[src/sv/mva_pkg.sv]
// Shared types, constants and helpers for the masked vector integer ALU.
// No dependencies; every other file refers to it by scoped names.
package mva_pkg;

	localparam int LANES     = 4;   // active lanes, 2 to MAX_LANES
	localparam int LANE_BITS = 32;  // lane width
	localparam int MAX_LANES = 4;   // lanes carried by the channel
	localparam int FUNC_W    = 5;
	localparam int MASK_W    = 4;
	localparam int SHAMT_W   = 5;   // shift count bits taken from b
	localparam int CNT_W     = $clog2(LANE_BITS);

	localparam logic [MASK_W-1:0] LANE_MASK = MASK_W'((1 << LANES) - 1);

	typedef logic [LANE_BITS-1:0] lane_t;

	typedef enum logic [FUNC_W-1:0] {
		F_ADD, F_SUB, F_MUL, F_DIV, F_ABS, F_SRA, F_AND,
		F_GT, F_LT, F_EQ, F_SET, F_MOVE, F_HADD, F_ILV,
		F_REDUCE, F_COUNT, F_FIRST, F_NOT, F_OR, F_MAND
	} func_t;

	typedef enum logic [1:0] {
		ST_IDLE, ST_DIV, ST_COMMIT
	} state_t;

	typedef struct packed {
		func_t func;
		logic  div_load;
		logic  div_step;
	} lane_ctl_t;

	typedef struct packed {
		lane_t val;
		logic  mbit;
	} lane_out_t;

	function automatic lane_t lane_abs(lane_t v);
		lane_abs = v[LANE_BITS-1] ? lane_t'(-v) : v;
	endfunction

endpackage

[src/sv/mva_lane.sv]
// One lane of the vector ALU: lane-wise ops, compares and a bit-serial divider.
// Depends on mva_pkg.
module mva_lane (
	input  logic                  clk,
	input  mva_pkg::lane_ctl_t    ctl,
	input  logic                  en,
	input  mva_pkg::lane_t        a_in,     // raw operands, sampled on div_load
	input  mva_pkg::lane_t        b_in,
	input  mva_pkg::lane_t        a,        // held operands
	input  mva_pkg::lane_t        b,
	input  mva_pkg::lane_t        bcast,
	input  mva_pkg::lane_t        old_val,
	input  logic                  old_mbit,
	output mva_pkg::lane_out_t    res
);
	localparam int W = mva_pkg::LANE_BITS;
	localparam logic [mva_pkg::SHAMT_W-1:0] SH_MAX =
		(W - 1 > 31) ? mva_pkg::SHAMT_W'(31) : mva_pkg::SHAMT_W'(W - 1);

	// restoring divider on magnitudes, one quotient bit per step
	mva_pkg::lane_t rem_q, quo_q, dvs_q;
	logic [W:0]     sh;
	logic [W+1:0]   diff;
	logic           fits;

	assign sh   = {rem_q, quo_q[W-1]};
	assign diff = {1'b0, sh} - {2'b00, dvs_q};
	assign fits = !diff[W+1];

	always_ff @(posedge clk) begin
		if (ctl.div_load) begin
			rem_q <= '0;
			quo_q <= mva_pkg::lane_abs(a_in);
			dvs_q <= mva_pkg::lane_abs(b_in);
		end else if (ctl.div_step) begin
			rem_q <= fits ? diff[W-1:0] : sh[W-1:0];
			quo_q <= {quo_q[W-2:0], fits};
		end
	end

	mva_pkg::lane_t               prod, quot, sra;
	logic [mva_pkg::SHAMT_W-1:0]  amt;

	assign prod = a * b;
	always_comb begin
		if (b == '0)
			quot = '1;
		else if (a[W-1] ^ b[W-1])
			quot = mva_pkg::lane_t'(-quo_q);
		else
			quot = quo_q;
	end
	assign amt = (b[mva_pkg::SHAMT_W-1:0] > SH_MAX) ? SH_MAX : b[mva_pkg::SHAMT_W-1:0];
	assign sra = mva_pkg::lane_t'($signed(a) >>> amt);

	always_comb begin
		res.val  = old_val;
		res.mbit = old_mbit;
		if (en) begin
			case (ctl.func)
				mva_pkg::F_ADD:  res.val  = a + b;
				mva_pkg::F_SUB:  res.val  = a - b;
				mva_pkg::F_MUL:  res.val  = prod;
				mva_pkg::F_DIV:  res.val  = quot;
				mva_pkg::F_ABS:  res.val  = mva_pkg::lane_abs(a);
				mva_pkg::F_SRA:  res.val  = sra;
				mva_pkg::F_AND:  res.val  = a & b;
				mva_pkg::F_GT:   res.mbit = $signed(a) > $signed(b);
				mva_pkg::F_LT:   res.mbit = $signed(a) < $signed(b);
				mva_pkg::F_EQ:   res.mbit = (a == b);
				mva_pkg::F_SET:  res.val  = bcast;
				mva_pkg::F_MOVE: res.val  = a;
				default: ;
			endcase
		end
	end
endmodule

[config.mk]
export PLATFORM = sky130hd
export DESIGN_NAME = mva_lane
export DESIGN_NICKNAME = d
export VERILOG_FILES = /design/src/sv/mva_pkg.sv /design/src/sv/mva_lane.sv
export SDC_FILE = /design/constraint.sdc
export NUM_CORES = 2
export LEC_CHECK = 0
export BUFFER_PORTS_ARGS = -buffer_cell sky130_fd_sc_hd__buf_2
export CELL_PAD_IN_SITES_DETAIL_PLACEMENT = 0
export CELL_PAD_IN_SITES_GLOBAL_PLACEMENT = 1
export CORE_ASPECT_RATIO = 1.2
export CORE_UTILIZATION = 52
export DETAILED_ROUTE_END_ITERATION = 10
export PLACE_DENSITY = 0.95
export RECOVER_POWER = 100
export SYNTH_ARGS = -nofsm -noshare
export SYNTH_HDL_FRONTEND = slang
export SYNTH_SLANG_ARGS = --single-unit
[constraint.sdc]
create_clock -name clk -period 18.8 [get_ports clk]
set_clock_uncertainty 0.15 [all_clocks]
set_input_delay 0.94 -clock clk [delete_from_list [all_inputs] [get_ports clk]]
set_output_delay 0.94 -clock clk [all_outputs]
set_load 0.02 [all_outputs]
==> results.ini <==
[drt]
ant_nets = 0
drc = 0
sum_of_routed_wire_length_over_all_layers_um = 110000
tritonroute_pass_1_iters = 6
dr.first_iter.drc_count = 2805
route.vias.total = 28300
via_per_inst = 6.25
routed_wire_length_per_instance_um = 24.2

[clocking]
cts_tree = yes
root_buffer = sky130_fd_sc_hd__clkbuf_16
clkSinkCount = 96
clk_transition_reported_paths_ns = 0.07
clkLatencyLatePin_ns = 0.36
cts-root-to-sink-buffers = 2
post_cts_resize_count = 0
cts_buffer_count = 9
htree_num_levels = 3
postCtsSetupRepairBufs = 0
cts_hold_repair.buffers = 0

[floorplanning]
design.die.area_sq_mm = 0.0587
die_x_extent_um = 221
ports = 235
fp-row-count = 96
core_sq_mm = 0.0571
starting_density_of_the_core = 0.526
die-height_um = 265

[worst_setup_path]
critPathKind = input port to output port
critical_path.max_fanout = 60
critical_path_launch_point_type = input port
cp-end-kind = output port
worst_ep_required_time_ns = 17.71
timing.critical_path.arrival_ns = 10.62

[yosys]
synthDominantCellAreaShare = 0.274
synth_area_leader_cell = sky130_fd_sc_hd__fa_1
warning_count_from_the_yosys_run = 0
most_frequently_used_flop_master_after_synthesis = sky130_fd_sc_hd__edfxtp_1
postSynthCellCount = 3734
synthDistinctLibCells = 89
mappedNetlistArea_sq_mm = 0.0300
synthTopCellsByArea = sky130_fd_sc_hd__fa_1 (27%), sky130_fd_sc_hd__ha_1 (9.3%), sky130_fd_sc_hd__edfxtp_1 (6.4%)
yosys_register_bits = 96
synth_fp_nets = 4570
synthMostInstantiatedCell = sky130_fd_sc_hd__inv_1
synth.cells.most_frequent = sky130_fd_sc_hd__inv_1 (502), sky130_fd_sc_hd__fa_1 (411), sky130_fd_sc_hd__nand2_1 (378)
synth_enable_flop_cells = 64
ys_async_sr_fraction = 0
syn_area_per_cell_sq_um = 8.04
sequential_cell_area_fraction_in_the_yosys_report = 0.0854

[placed_design]
gp_congestion = 1.03
detailedPlacementHpwl_um = 84100
io_buffers = 234

[global_route]
antenna_found_initial = 3
grt_util_all_layers = 0.378
first_global_vias = 28400
global_route_wire_length_before_repair_um = 169000
maximum_number_of_pins_on_one_net_before_global_route_repair = 90
grt_remaining_overflow = 0

[timing]
relSlewSlack = -1.45
number_of_setup_violations_in_the_final_report = 0
max_freq_mhz = 85.4
transition_time_at_the_pin_with_the_least_slew_margin_ns = 3.67
finalHoldViolCount = 0
timing.final.max_slew_violations = 225
final_critical_delay_including_setup_and_external_delays_ns = 11.71
grt_setup_unrepaired = false
setup_tns_ns = 0
layout_worst_path_cycle_share = 0.623

[outcome]
run_status = finished, violations left
violations_in_the_final_reports = max-capacitance violations, max-slew violations

[finish]
final_layout_size_suffix_gt1_frac = 0.0815
nFillCells = 5436
synthToLayoutAreaGrowth_pct = 6.02
number_of_nets_in_the_layout = 4623

[worst_hold_path]
timing.hold.worst.class = register to register

[job]
timing.max_cap.violations = 4

==> routing by layer <==
layer	track usage	vias up	wire [um]
met5	0	-	13
met4	0.213	2	6570
met3	0.0729	335	12400
met2	0.588	1662	48500
met1	0.495	13800	42200
li1	-	12500	-
==> final timing paths <==
check                           startpoint       end  slack (ns)  cells past startpoint
worst max-delay path                  b[1]   res[32]        7.09                     22
worst min-delay path              rem_q[4]  rem_q[4]        0.36                      2
worst max register to register    dvs_q[1]  rem_q[3]       13.38                     13
worst min register to register    rem_q[4]  rem_q[4]        0.36                      2
==> layout by cell type, fill, tap and decap left out, types with 21 or more instances in the layout <==
cell type and n:
sky130_fd_sc_hd__nand2_1 378, sky130_fd_sc_hd__a21o_1 39, sky130_fd_sc_hd__buf_4 37, sky130_fd_sc_hd__and3_1 21, sky130_fd_sc_hd__dfxtp_1 32, sky130_fd_sc_hd__ha_1 223
sky130_fd_sc_hd__mux2i_1 47, sky130_fd_sc_hd__xor2_1 70, sky130_fd_sc_hd__clkbuf_1 38, sky130_fd_sc_hd__nor4_1 25, sky130_fd_sc_hd__o41ai_1 22, sky130_fd_sc_hd__a21oi_1 228
sky130_fd_sc_hd__nand2b_1 22, sky130_fd_sc_hd__buf_2 200, sky130_fd_sc_hd__o21a_1 27, sky130_fd_sc_hd__nor3_1 52, sky130_fd_sc_hd__fa_1 411, sky130_fd_sc_hd__nand3_1 52
sky130_fd_sc_hd__a22oi_1 24, sky130_fd_sc_hd__a211oi_1 52, sky130_fd_sc_hd__edfxtp_1 64, sky130_fd_sc_hd__inv_1 502, sky130_fd_sc_hd__xnor2_1 168, sky130_fd_sc_hd__and2_1 195
sky130_fd_sc_hd__nor2_1 326, sky130_fd_sc_hd__o31ai_1 32, sky130_fd_sc_hd__a31oi_1 50, sky130_fd_sc_hd__o21ai_0 133
==> metrics by stage <==
| step | worst slack [ns] | util | instances | instance area, sq um | hold slack, ns |
|---|---|---|---|---|---|
| 6_report | 7.09 | 0.558 | 4530 | 31800 | 0.357 |
| 5_1_grt | 6.61 | 0.558 | 4528 | 31800 | 0.388 |
| 4_1_cts | 8.36 | 0.559 | 4527 | 31900 | 0.359 |
| 3_5_place_dp | 8.37 | 0.553 | 4511 | 31600 | 0.348 |
| 3_3_place_gp | 8.46 | 0.553 | 4511 | 31600 | 0.342 |
| 2_1_floorplan | 9.15 | - | 3734 | 30000 | 0.318 |
==> sequential cells by signal, summed over array words and instances, names as in the netlist <==
name   count
dvs_q     32
quo_q     32
rem_q     32
==> cells by family (layout without fill, tap and decap cells) <==
| kind of cell | after synthesis | count (layout) | synth area share |
|---|---|---|---|
| AOI/OAI and AO/OA | 761 | 761 | 0.166 |
| xor gates and xnor gates | 238 | 238 | 0.0695 |
| adders and majority gates | 634 | 634 | 0.367 |
| buffers and inverters | 745 | 803 | 0.0934 |
| DFF | 96 | 96 | 0.0854 |
| muxes | 66 | 66 | 0.0293 |
| other | 0 | 3 | 0 |
| and+or+nand+nor | 1194 | 1194 | 0.189 |
==> critical path, cell delays in order <==
cell and delay, ns:
sky130_fd_sc_hd__buf_2 0.07, sky130_fd_sc_hd__clkbuf_1 2.27, sky130_fd_sc_hd__inv_1 1.21, sky130_fd_sc_hd__nor2_1 0.47, sky130_fd_sc_hd__fa_1 0.47, sky130_fd_sc_hd__fa_1 0.44, sky130_fd_sc_hd__ha_1 0.20, sky130_fd_sc_hd__ha_1 0.17
sky130_fd_sc_hd__ha_1 0.20, sky130_fd_sc_hd__fa_1 0.47, sky130_fd_sc_hd__ha_1 0.33, sky130_fd_sc_hd__or2_2 0.30, sky130_fd_sc_hd__a21oi_1 0.20, sky130_fd_sc_hd__a211oi_1 0.10, sky130_fd_sc_hd__nor4_1 0.61, sky130_fd_sc_hd__o2111ai_1 0.41
sky130_fd_sc_hd__a41oi_1 0.64, sky130_fd_sc_hd__a221oi_1 0.19, sky130_fd_sc_hd__xnor2_1 0.25, sky130_fd_sc_hd__nor2_1 0.06, sky130_fd_sc_hd__o32a_1 0.35, sky130_fd_sc_hd__clkbuf_1 0.20
==> final cells by class <==
| cell class | count | area (sq um) | share of cell area |
|---|---|---|---|
| inverters | 512 | 1920 | 0.0604 |
| diodes | 3 | 7.51 | 0.000236 |
| multi-input cells | 2893 | 24700 | 0.775 |
| clock inverters | 7 | 91.3 | 0.00287 |
| clock buffers | 9 | 225 | 0.00708 |
| flip-flops and latches | 96 | 2560 | 0.0805 |
| repair buffers | 275 | 1420 | 0.0447 |
| well taps | 735 | 920 | 0.0289 |
Power is not shown: default switching activity piles up to over one toggle a cycle in this logic, so the estimate is an artifact.
