$ cat src/sv/mva_pkg.sv
// Shared types, constants and helpers for the masked vector integer ALU.
// No dependencies; every other file refers to it by scoped names.
package mva_pkg;

	localparam int LANES     = 4;   // active lanes, 2 to MAX_LANES
	localparam int LANE_BITS = 32;  // lane width
	localparam int MAX_LANES = 4;   // lanes carried by the channel
	localparam int FUNC_W    = 5;
	localparam int MASK_W    = 4;
	localparam int SHAMT_W   = 5;   // shift count bits taken from b
	localparam int CNT_W     = $clog2(LANE_BITS);

	localparam logic [MASK_W-1:0] LANE_MASK = MASK_W'((1 << LANES) - 1);

	typedef logic [LANE_BITS-1:0] lane_t;

	typedef enum logic [FUNC_W-1:0] {
		F_ADD, F_SUB, F_MUL, F_DIV, F_ABS, F_SRA, F_AND,
		F_GT, F_LT, F_EQ, F_SET, F_MOVE, F_HADD, F_ILV,
		F_REDUCE, F_COUNT, F_FIRST, F_NOT, F_OR, F_MAND
	} func_t;

	typedef enum logic [1:0] {
		ST_IDLE, ST_DIV, ST_COMMIT
	} state_t;

	typedef struct packed {
		func_t func;
		logic  div_load;
		logic  div_step;
	} lane_ctl_t;

	typedef struct packed {
		lane_t val;
		logic  mbit;
	} lane_out_t;

	function automatic lane_t lane_abs(lane_t v);
		lane_abs = v[LANE_BITS-1] ? lane_t'(-v) : v;
	endfunction

endpackage

$ cat src/sv/mva_merge.sv
// Merge stage: cross-lane ops (hadd, interleave), mask ops and scalar results.
// Depends on mva_pkg.
module mva_merge (
	input  mva_pkg::func_t                func,
	input  logic [mva_pkg::MASK_W-1:0]    em,
	input  logic [mva_pkg::MASK_W-1:0]    om,
	input  mva_pkg::lane_t                a      [mva_pkg::MAX_LANES],
	input  mva_pkg::lane_out_t            lane_o [mva_pkg::MAX_LANES],
	output mva_pkg::lane_t                vec_nx [mva_pkg::MAX_LANES],
	output logic [mva_pkg::MASK_W-1:0]    msk_nx,
	output mva_pkg::lane_t                scalar_nx
);
	localparam int L = mva_pkg::LANES;

	for (genvar g = 0; g < mva_pkg::MAX_LANES; g++) begin : g_vec
		localparam int  HP      = g - (g % 2);
		localparam bit  HADD_OK = (g < L) && (HP + 1 < L);
		localparam int  HB      = HADD_OK ? HP + 1 : HP;
		localparam int  SRC     = (g < L / 2) ? 2 * g : 2 * (g - L / 2) + 1;
		localparam bit  ILV_OK  = (g < L) && (SRC < L);
		localparam int  IS      = ILV_OK ? SRC : 0;

		always_comb begin
			vec_nx[g] = lane_o[g].val;
			if (HADD_OK && func == mva_pkg::F_HADD)
				vec_nx[g] = a[HP] + a[HB];
			else if (ILV_OK && func == mva_pkg::F_ILV)
				vec_nx[g] = a[IS];
		end
	end

	always_comb begin
		msk_nx = '0;
		for (int i = 0; i < L; i++)
			msk_nx[i] = lane_o[i].mbit;
		case (func)
			mva_pkg::F_NOT:  msk_nx = ~em & mva_pkg::LANE_MASK;
			mva_pkg::F_OR:   msk_nx = em | om;
			mva_pkg::F_MAND: msk_nx = em & om;
			default: ;
		endcase
	end

	mva_pkg::lane_t sum, first;

	always_comb begin
		sum = '0;
		for (int i = 0; i < L; i++)
			if (em[i])
				sum = sum + a[i];
	end

	always_comb begin
		first = '0;
		for (int i = L - 1; i >= 0; i--)
			if (em[i])
				first = mva_pkg::lane_t'(i);
	end

	always_comb begin
		case (func)
			mva_pkg::F_REDUCE: scalar_nx = sum;
			mva_pkg::F_COUNT:  scalar_nx = mva_pkg::lane_t'($countones(em));
			mva_pkg::F_FIRST:  scalar_nx = first;
			default:           scalar_nx = '0;
		endcase
	end
endmodule
$ cat config.mk
export PLATFORM = sky130hd
export DESIGN_NAME = mva_merge
export DESIGN_NICKNAME = d
export VERILOG_FILES = /design/src/sv/mva_pkg.sv /design/src/sv/mva_merge.sv
export SDC_FILE = /design/constraint.sdc
export NUM_CORES = 1
export LEC_CHECK = 0
export BUFFER_PORTS_ARGS = -buffer_cell sky130_fd_sc_hd__buf_2
export CAP_MARGIN = 10
export CORE_AREA = 5 5 166 168
export DETAILED_ROUTE_END_ITERATION = 16
export DIE_AREA = 0 0 171 173
export PLACE_DENSITY_LB_ADDON = 0.08
export SLEW_MARGIN = 10
export SYNTH_ARGS = -nofsm -noshare
export SYNTH_HDL_FRONTEND = slang
export SYNTH_SLANG_ARGS = --single-unit
$ cat constraint.sdc
create_clock -name vclk -period 13.9
set_input_delay 2.78 -clock vclk [all_inputs]
set_output_delay 2.78 -clock vclk [all_outputs]
set_load 0.1 [all_outputs]
==> metrics.md, run 1 <==
| Metric | Value |
|---|---|
| WP buf/inv | `2` |
| Synthesized instance count | `~1.9k` |
| Initial antenna violation count | `7` |
| Chip width | `~170 um` |
| Post-Synth Simple-Gate Area | `a little over a quarter` |
| Avg WL per Cell | `21.4 um` |
| Leading cell type in the layout, fill and taps excluded | `buf_2` |
| Setup TNS | `0 ns` |
| Die area | `around 30000 um^2` |
| Cells after DPL | `around 2.6k` |
| Layout Nets | `roughly 2.7k` |
| IO Pins | `between 400 and 500` |
| Initial Util | `a little under half` |
| Core ar. | `between 20000 and 30000 um^2` |
| CP Max Fanout | `7` |
| Dpl hpwl | `around 46000 um` |
| Worst vdd ir | `between 50 and 60 uV` |
| Synth unique cells | `between 70 and 80` |
| CP top delay family | `compound AO/OA/AOI/OAI gates` |
| Int Power | `around 0.36 mW` |
| Psw | `0.721 mW` |
| Setup Crit Path Kind | `in -> out` |
| Buffers on Ports | `~440` |
| Multi-input logic area | `11400 um^2` |
| Least-Margin Pin Slew | `between 1 and 1.5 ns` |
| Pwr Total | `between 1 and 1.5 mW` |
| Post-Synth XOR/XNOR Area | `a little over 9%` |
| Most frequent cells in the layout | `buf_2 (436), nand2_1 (362), a21oi_1 (175)` |
| Worst hold path type | `in -> out` |
| Number of remaining DRC errors | `0` |
| Total Wirelength | `around 55000 um` |
| FF+latch area | `0 um^2` |
| Avg Vias per Cell | `about 6.1` |
| CP Launch Type | `input pin` |
| Reg power frac | `0%` |
| Post-synthesis adder-cell area fraction | `around 17%` |
| Layout cell share with drive strength beyond 1 | `a little over a fifth` |
| DR vias | `15.9k` |
| Worst EP required | `around 11 ns` |
| Leakage | `around 7.4 nW` |
| Switching Fraction | `66.9%` |
| Sequential cell count | `0` |
| Area Overhead vs Synth | `19.3%` |
| First-pass GRT wire length | `about 84000 um` |
| Post-Syn Area per Cell | `6.29 um^2` |
| Yosys warns | `0` |
| Non-Filler Instances | `2593` |
| Setup-failing EPs final | `0` |
| Initial DRC count | `1254` |
| Final-layout clock buffer total | `0` |
| Critical Path AT | `10.44 ns` |
| Total GRT Usage | `34.8%` |
| Largest net degree at the start of global routing | `86` |
| Final period utilization | `95.1%` |
| Status | `complete, no violations` |
| Syn_nets | `between 2k and 2.5k` |
| Main combinational cell family by area after synthesis | `compound AO/OA/AOI/OAI gates` |
| Final Hold Fails | `0` |
| Comb pwr share | `100.0%` |
| Slew Limit Fails | `0` |
| CP max stage cell | `fa_1` |
| Period minus WS final | `13.22 ns` |
| Row count | `just under 60` |
| Maxcap violations | `0` |
| Fill cell count | `approximately 2.8k` |
| Fmax | `approximately 76 MHz` |
| Final Wtd Congestion | `roughly 1.0` |
| Register area share after synthesis | `0%` |
| Total grt overflow | `0` |
| Drt pass-1 iters | `6` |
| Cell mode on critical path | `a21oi_1` |
| Post-synthesis mux area share | `between 5 and 6%` |
| Remaining antenna violation count | `0` |
| Worst setup EP type | `primary output` |
| Worst hold margin | `~6 ns` |
| Synth Area in Compound Gates | `a little over a third` |
| Number of global-route vias before repair | `about 15k` |
| Clock network power share | `0%` |
| Crit-path max cell delay | `roughly 0.48 ns` |
| Die Y | `~170 um` |
| Post-Syn Area | `12000 um^2` |
| Max-slew headroom | `about a third` |
| Layout Utilization | `between 50% and 60%` |
| PwrDens | `~75 nW/um^2` |
| RSZ-0062 raised after global routing | `no` |
power by group through the flow:
stage / clock network [mW] / logic [mW] / registers, mW
after floorplan: 0 / 0.817 / 0
after global placement: 0 / 1.06 / 0
after detailed placement: 0 / 1.06 / 0
after CTS: 0 / 1.07 / 0
after global routing: 0.00000000964 / 1.17 / 0
final: 0.00000000965 / 1.08 / 0
timing repair:
| item | 4_1_cts | 5_1_grt |
|---|---|---|
| gates resized for setup | 0 | 1 |
| setup endpoints to repair | 0 | 1 |
| buffers inserted | 0 | 0 |
| hold buffers | 0 | 0 |
cell families after synthesis:
group	after synthesis
mux	59
buf+inv	164
xor+xnor	125
simple gates	736
compound gates	664
fa+ha+maj	163
Yosys cell counts, types with 13 or more instances:
master	n	area share, %
nand2_1	363	11
a21oi_1	175	7.3
ha_1	155	16
nor2_1	138	4.3
a31oi_1	108	5.6
o21ai_0	98	4.1
clkbuf_1	88	2.7
a21o_1	87	5.4
xnor2_1	67	4.9
inv_1	63	2.0
xor2_1	58	4.2
and3_1	52	2.7
nor3_1	36	1.5
nand3_1	32	1.3
mux2_2	31	2.9
a211oi_1	30	1.9
o21a_1	29	1.8
mux2i_1	28	2.3
nand2b_1	23	1.2
and2_1	22	1.1
o21bai_1	18	1.1
nor2b_1	17	0.88
o211ai_1	16	1.0
nand4_1	13	0.68
or3_1	13	0.68
worst paths after layout:
check | from | slack (ns) | endpoint | depth (start not counted)
max | a[96] | 0.68 | scalar_nx[31] | 35
min | lane_o[112] | 6.05 | vec_nx[108] | 4
metrics by stage:
stage | worst slack (ns) | cell area (um^2)
floorplan | 0.0913 | 12000
global placement | 0.893 | 14300
detailed placement | 0.742 | 14300
CTS | 0.696 | 14300
global route | 0.0728 | 14300
finish | 0.678 | 14300
cell type report:
class              count  area share, %
repair buffers       447           15.9
multi-input cells   1747           79.5
diodes                 1         0.0174
inverters             63           1.65
well taps            335           2.92
tightest hold or removal path: stages:
cell,delay [ns]
buf_2,0.10
nand2_1,0.04
a31oi_1,0.07
buf_2,0.28
per-layer routing:
metal  vias to the layer above  global-route usage, %  wire [um]
met4                        10                   19.0       3790
met5                         -                      0         63
met2                       757                   60.4      26000
li1                       7722                      -          -
met3                       172                   4.11       4080
met1                      7196                   41.4      21500
Power figures use the tool's default switching activity.
==> run 2, diff against run 1 <==
CORE_AREA = 5 5 165 167   (was 5 5 166 168)
DIE_AREA = 0 0 170 172   (was 0 0 171 173)
SLEW_MARGIN = unset   (was 10)
clock period = 15.6 ns   (was 13.9 ns; I/O delays follow)
==> run 2 against run 1 <==
Die area shrank 1.2%. Critical path type unchanged. Combinational power decreased by 11%. Largest cell class unchanged. Utilization is 0.30 points higher. Cell area about the same.
==> metrics.md, run 2 (synthesis results as in run 1) <==
| Metric | Value |
|---|---|
| CP Max Fanout | `46` |
| Post-CTS setup buffer count | `0` |
| Die Y | `about 170 um` |
| Least-Margin Pin Slew | `between 1 and 1.5 ns` |
| Buffers on Ports | `around 440` |
| Crit-path max cell delay | `0.56 ns` |
| Chip width | `170 um` |
| Initial antenna violation count | `4` |
| Number of remaining DRC errors | `0` |
| Most frequent cells in the layout | `buf_2 (437), nand2_1 (362), a21oi_1 (175)` |
| Layout Utilization | `a little under three fifths` |
| Fill cell count | `~2.6k` |
| Fmax | `70.5 MHz` |
| IO Pins | `about 440` |
| Dpl hpwl | `between 40000 and 50000 um` |
| Setup-failing EPs final | `0` |
| Remaining antenna violation count | `0` |
| Maxcap violations | `0` |
| Final Hold Fails | `0` |
| Total grt overflow | `0` |
| Final period utilization | `around nine tenths` |
| Worst EP required | `roughly 12 ns` |
| Avg Vias per Cell | `just over 6` |
| Layout Nets | `between 2k and 3k` |
| CP max stage cell | `a2111oi_1` |
| Number of hold buffers added after cts | `0` |
| Worst setup EP type | `primary output` |
| Total GRT Usage | `35.6%` |
| Worst hold path type | `in -> out` |
| Total Wirelength | `~56000 um` |
| Die area | `between 20000 and 30000 um^2` |
| WP buf/inv | `4` |
| Initial Util | `47.0%` |
| Critical Path AT | `about 11 ns` |
| First-pass GRT wire length | `just over 80000 um` |
| Row count | `59` |
| DR vias | `between 15k and 20k` |
| Avg WL per Cell | `around 22 um` |
| Setup Crit Path Kind | `in -> out` |
| Final-layout clock buffer total | `0` |
| Largest net degree at the start of global routing | `72` |
| Setup TNS | `0 ns` |
| RSZ-0062 raised after global routing | `no` |
| Number of cells upsized or downsized after cts | `0` |
| Area Overhead vs Synth | `19.2%` |
| Layout cell share with drive strength beyond 1 | `21.9%` |
| Leakage | `between 7 and 8 nW` |
| Slew Limit Fails | `0` |
| Period minus WS final | `14.19 ns` |
| FF+latch area | `0 um^2` |
| Drt pass-1 iters | `6` |
| Number of global-route vias before repair | `around 15k` |
| CP top delay family | `compound AO/OA/AOI/OAI gates` |
| Core ar. | `25600 um^2` |
| PwrDens | `between 60 and 70 nW/um^2` |
| Sequential cell count | `0` |
| Status | `complete, no violations` |
| Max-slew headroom | `26.6%` |
| Final Wtd Congestion | `0.998` |
| CP Launch Type | `input pin` |
| Leading cell type in the layout, fill and taps excluded | `buf_2` |
| Initial DRC count | `about 1.3k` |
| Cell mode on critical path | `a21oi_1` |
| Worst vdd ir | `about 51 uV` |
==> run 2: routing by layer <==
metal	track usage [%]	part of all wire, %
met3	2.56	6.7
met4	21.4	7.3
met1	42.4	40
met5	0	0.050
met2	62.6	46
==> run 2: path summary, 6_finish.rpt <==
kind,slack [ns],depth (start not counted),end,from
max,1.41,34,scalar_nx[31],em[0]
min,6.74,4,vec_nx[76],lane_o[79]
==> run 2: final cells by class <==
cell class / count / area (um^2) / area share (%)
Antenna cell: 1 / 2.50 / 0.0174
Inverter: 63 / 236 / 1.65
Multi-Input combinational cell: 1747 / 11400 / 79.5
Tap cell: 335 / 419 / 2.92
Timing Repair Buffer: 449 / 2280 / 15.9
==> run 2: per-stage QoR <==
step	power, mW	instance area [um^2]	cells	worst slack [ns]	hold slack [ns]
after floorplan	0.728	12000	1911	1.11	6.75
after global placement	0.944	14300	2594	1.67	6.74
after detailed placement	0.947	14300	2594	1.54	6.74
after CTS	0.951	14300	2594	1.52	6.74
after global routing	1.04	14300	2594	0.617	6.75
final	0.961	14300	2595	1.41	6.74
==> run 2: report_power, final <==
group | internal [mW] | leakage [nW] | switching (mW)
Combinational | 0.318 | 7.44 | 0.643
Clock | 0.00000000858 | 0.00000634 | 0
Sequential | 0 | 0 | 0
==> run 3, diff against run 2 <==
ABC_AREA = 1   (was unset)
==> run 3 against run 2 <==
Area after synthesis up 9.7%. Combinational power is essentially flat. Total power down 0.12%. Cell count increased by 26%. Sequential cell count is the same. First-iteration DRC count increased by 120%. Hold slack better by 0.067 ns. Cell area is 8.6% higher. Critical path depth shrank 8. Critical endpoint is now scalar_nx[28].
==> metrics.md, run 3 <==
| Metric | Value |
|---|---|
| Worst hold path type | `in -> out` |
| Fill cell count | `approximately 2.8k` |
| Register area share after synthesis | `0%` |
| FF+latch area | `0 um^2` |
| Maxcap violations | `0` |
| Sequential cell count | `0` |
| Layout Nets | `roughly 3.4k` |
| Fmax | `about 76 MHz` |
| PwrDens | `approximately 60 nW/um^2` |
| CP Max Fanout | `36` |
| Ant diodes | `0` |
| Slew Limit Fails | `0` |
| Avg WL per Cell | `roughly 22 um` |
| Cells after DPL | `about 3.3k` |
| Syn_nets | `between 3k and 4k` |
| Worst vdd ir | `~110 uV` |
| Post-Syn Area per Cell | `between 5 and 6 um^2` |
| Synthesized instance count | `around 2.6k` |
| Int Power | `roughly 0.26 mW` |
| Number of hold buffers added after cts | `0` |
| Number of cells upsized or downsized after cts | `0` |
| Psw | `~0.70 mW` |
| Initial DRC count | `around 2.8k` |
| Initial Util | `51.5%` |
| Die area | `approximately 29000 um^2` |
| Setup TNS | `0 ns` |
| Status | `complete, no violations` |
| Synth top area cells | `nand2_1 (17%), ha_1 (15%), o21ai_0 (14%)` |
| Max-slew headroom | `29.7%` |
| Row count | `~60` |
| CP Launch Type | `input pin` |
| Largest net degree at the start of global routing | `just over 90` |
| Remaining antenna violation count | `0` |
| Final-layout clock buffer total | `0` |
| First-pass GRT wire length | `105000 um` |
| CP max stage cell | `clkinv_1` |
| Comb pwr share | `100.0%` |
| Worst setup EP type | `primary output` |
| Chip width | `170 um` |
| Post-CTS setup buffer count | `0` |
| Layout cell share with drive strength beyond 1 | `17.2%` |
| Final Wtd Congestion | `1.18` |
| Most frequent cells after synthesis | `nand2_1 (584), o21ai_0 (375), nor2_1 (321)` |
| Total grt overflow | `0` |
| Die Y | `around 170 um` |
| Drt pass-1 iters | `6` |
| Post-Syn Area | `13200 um^2` |
| Switching Fraction | `approximately three quarters` |
| Dominant cell type by area after synthesis | `nand2_1` |
| Multi-input logic area | `11700 um^2` |
| Final Hold Fails | `0` |
| IO Pins | `~440` |
| Count leader, synth | `nand2_1` |
| Most frequent cells in the layout | `nand2_1 (584), buf_2 (437), o21ai_0 (375)` |
| Yosys warns | `0` |
| Area Overhead vs Synth | `18.0%` |
| Least-Margin Pin Slew | `1.05 ns` |
| Dpl hpwl | `~60000 um` |
| Core ar. | `25600 um^2` |
| Non-Filler Instances | `about 3.3k` |
| Critical Path AT | `around 10 ns` |
| Yosys top cell area share | `between 10% and 20%` |
| CP top delay family | `buffers and inverters` |
| DR vias | `roughly 20k` |
| Synth unique cells | `slightly below 50` |
| RSZ-0062 raised after global routing | `no` |
| Number of remaining DRC errors | `0` |
| Worst EP required | `roughly 12 ns` |
| Setup-failing EPs final | `0` |
| Total Wirelength | `71600 um` |
| Leakage | `between 8 and 9 nW` |
| Buffers on Ports | `approximately 440` |
| Cell mode on critical path | `nand2_1` |
| Crit-path max cell delay | `roughly 1.1 ns` |
| Avg Vias per Cell | `approximately 6.2` |
| Pwr Total | `~0.96 mW` |
| Initial antenna violation count | `2` |
| Number of global-route vias before repair | `between 15k and 20k` |
| Setup Crit Path Kind | `in -> out` |
| Final period utilization | `a little over four fifths` |
| Total GRT Usage | `a little under half` |
| Clock network power share | `0%` |
| Reg power frac | `0%` |
| Leading cell type in the layout, fill and taps excluded | `nand2_1` |
| Worst hold margin | `6.80 ns` |
| Period minus WS final | `about 13 ns` |
| WP buf/inv | `6` |
==> run 3: cell count changes after synthesis, sizes merged, moves of 30 or more <==
cell and delta:
and3 -48, nand2 +234, mux2 -31, xnor2 -41, xor2 -32, clkbuf -30
inv +253, o21ai +294, a21oi +62, nor2 +189, a31oi -96, a21o -53
nand3 +173
==> run 3: metal layers <==
| metal | GRT usage [%] | wire length (um) | vias to the layer above |
|---|---|---|---|
| li1 | - | - | 9436 |
| met1 | 57.7 | 26800 | 8991 |
| met2 | 71.3 | 29100 | 1573 |
| met3 | 8.85 | 8970 | 353 |
| met4 | 32.8 | 6600 | 4 |
| met5 | 0 | 30 | - |
==> run 3: stage by stage <==
step                      utilization [%]  cell area, um^2  worst slack (ns)
after global placement               60.8            15600              2.85
after detailed placement             60.8            15600              2.84
after floorplan                         -            13200              3.72
after global routing                 60.8            15600              2.19
after CTS                            60.8            15600              2.81
final                                60.8            15600              2.50
==> run 3: cell families (layout without fill, tap and decap cells) <==
logic type | Yosys count | count (layout) | synth area share (%)
AND/OR/NAND/NOR | 1224 | 1224 | 39.1
adder cells (fa/ha/maj) | 161 | 161 | 15.6
buffers and inverters | 392 | 762 | 11.3
XOR/XNOR | 52 | 52 | 3.45
AO/OA/AOI/OAI | 745 | 745 | 30.6
==> run 3: final timing paths <==
| kind | start | to | slack [ns] | cells after the start |
|---|---|---|---|---|
| hold / removal | lane_o[0] | msk_nx[3] | 6.80 | 4 |
| setup / recovery | em[1] | scalar_nx[28] | 2.50 | 26 |
==> run 3: power groups by stage <==
stage / Sequential, mW / Combinational (mW) / Clock (mW)
after floorplan: 0 / 0.679 / 0
after global placement: 0 / 0.917 / 0
after CTS: 0 / 0.928 / 0
after global routing: 0 / 1.03 / 0
after detailed placement: 0 / 0.923 / 0
final: 0 / 0.960 / 0
==> run 3: layout make-up <==
cell class	count	area share, %
well taps	335	2.69
multi-input cells	2182	75.2
inverters	318	7.69
repair buffers	444	14.4
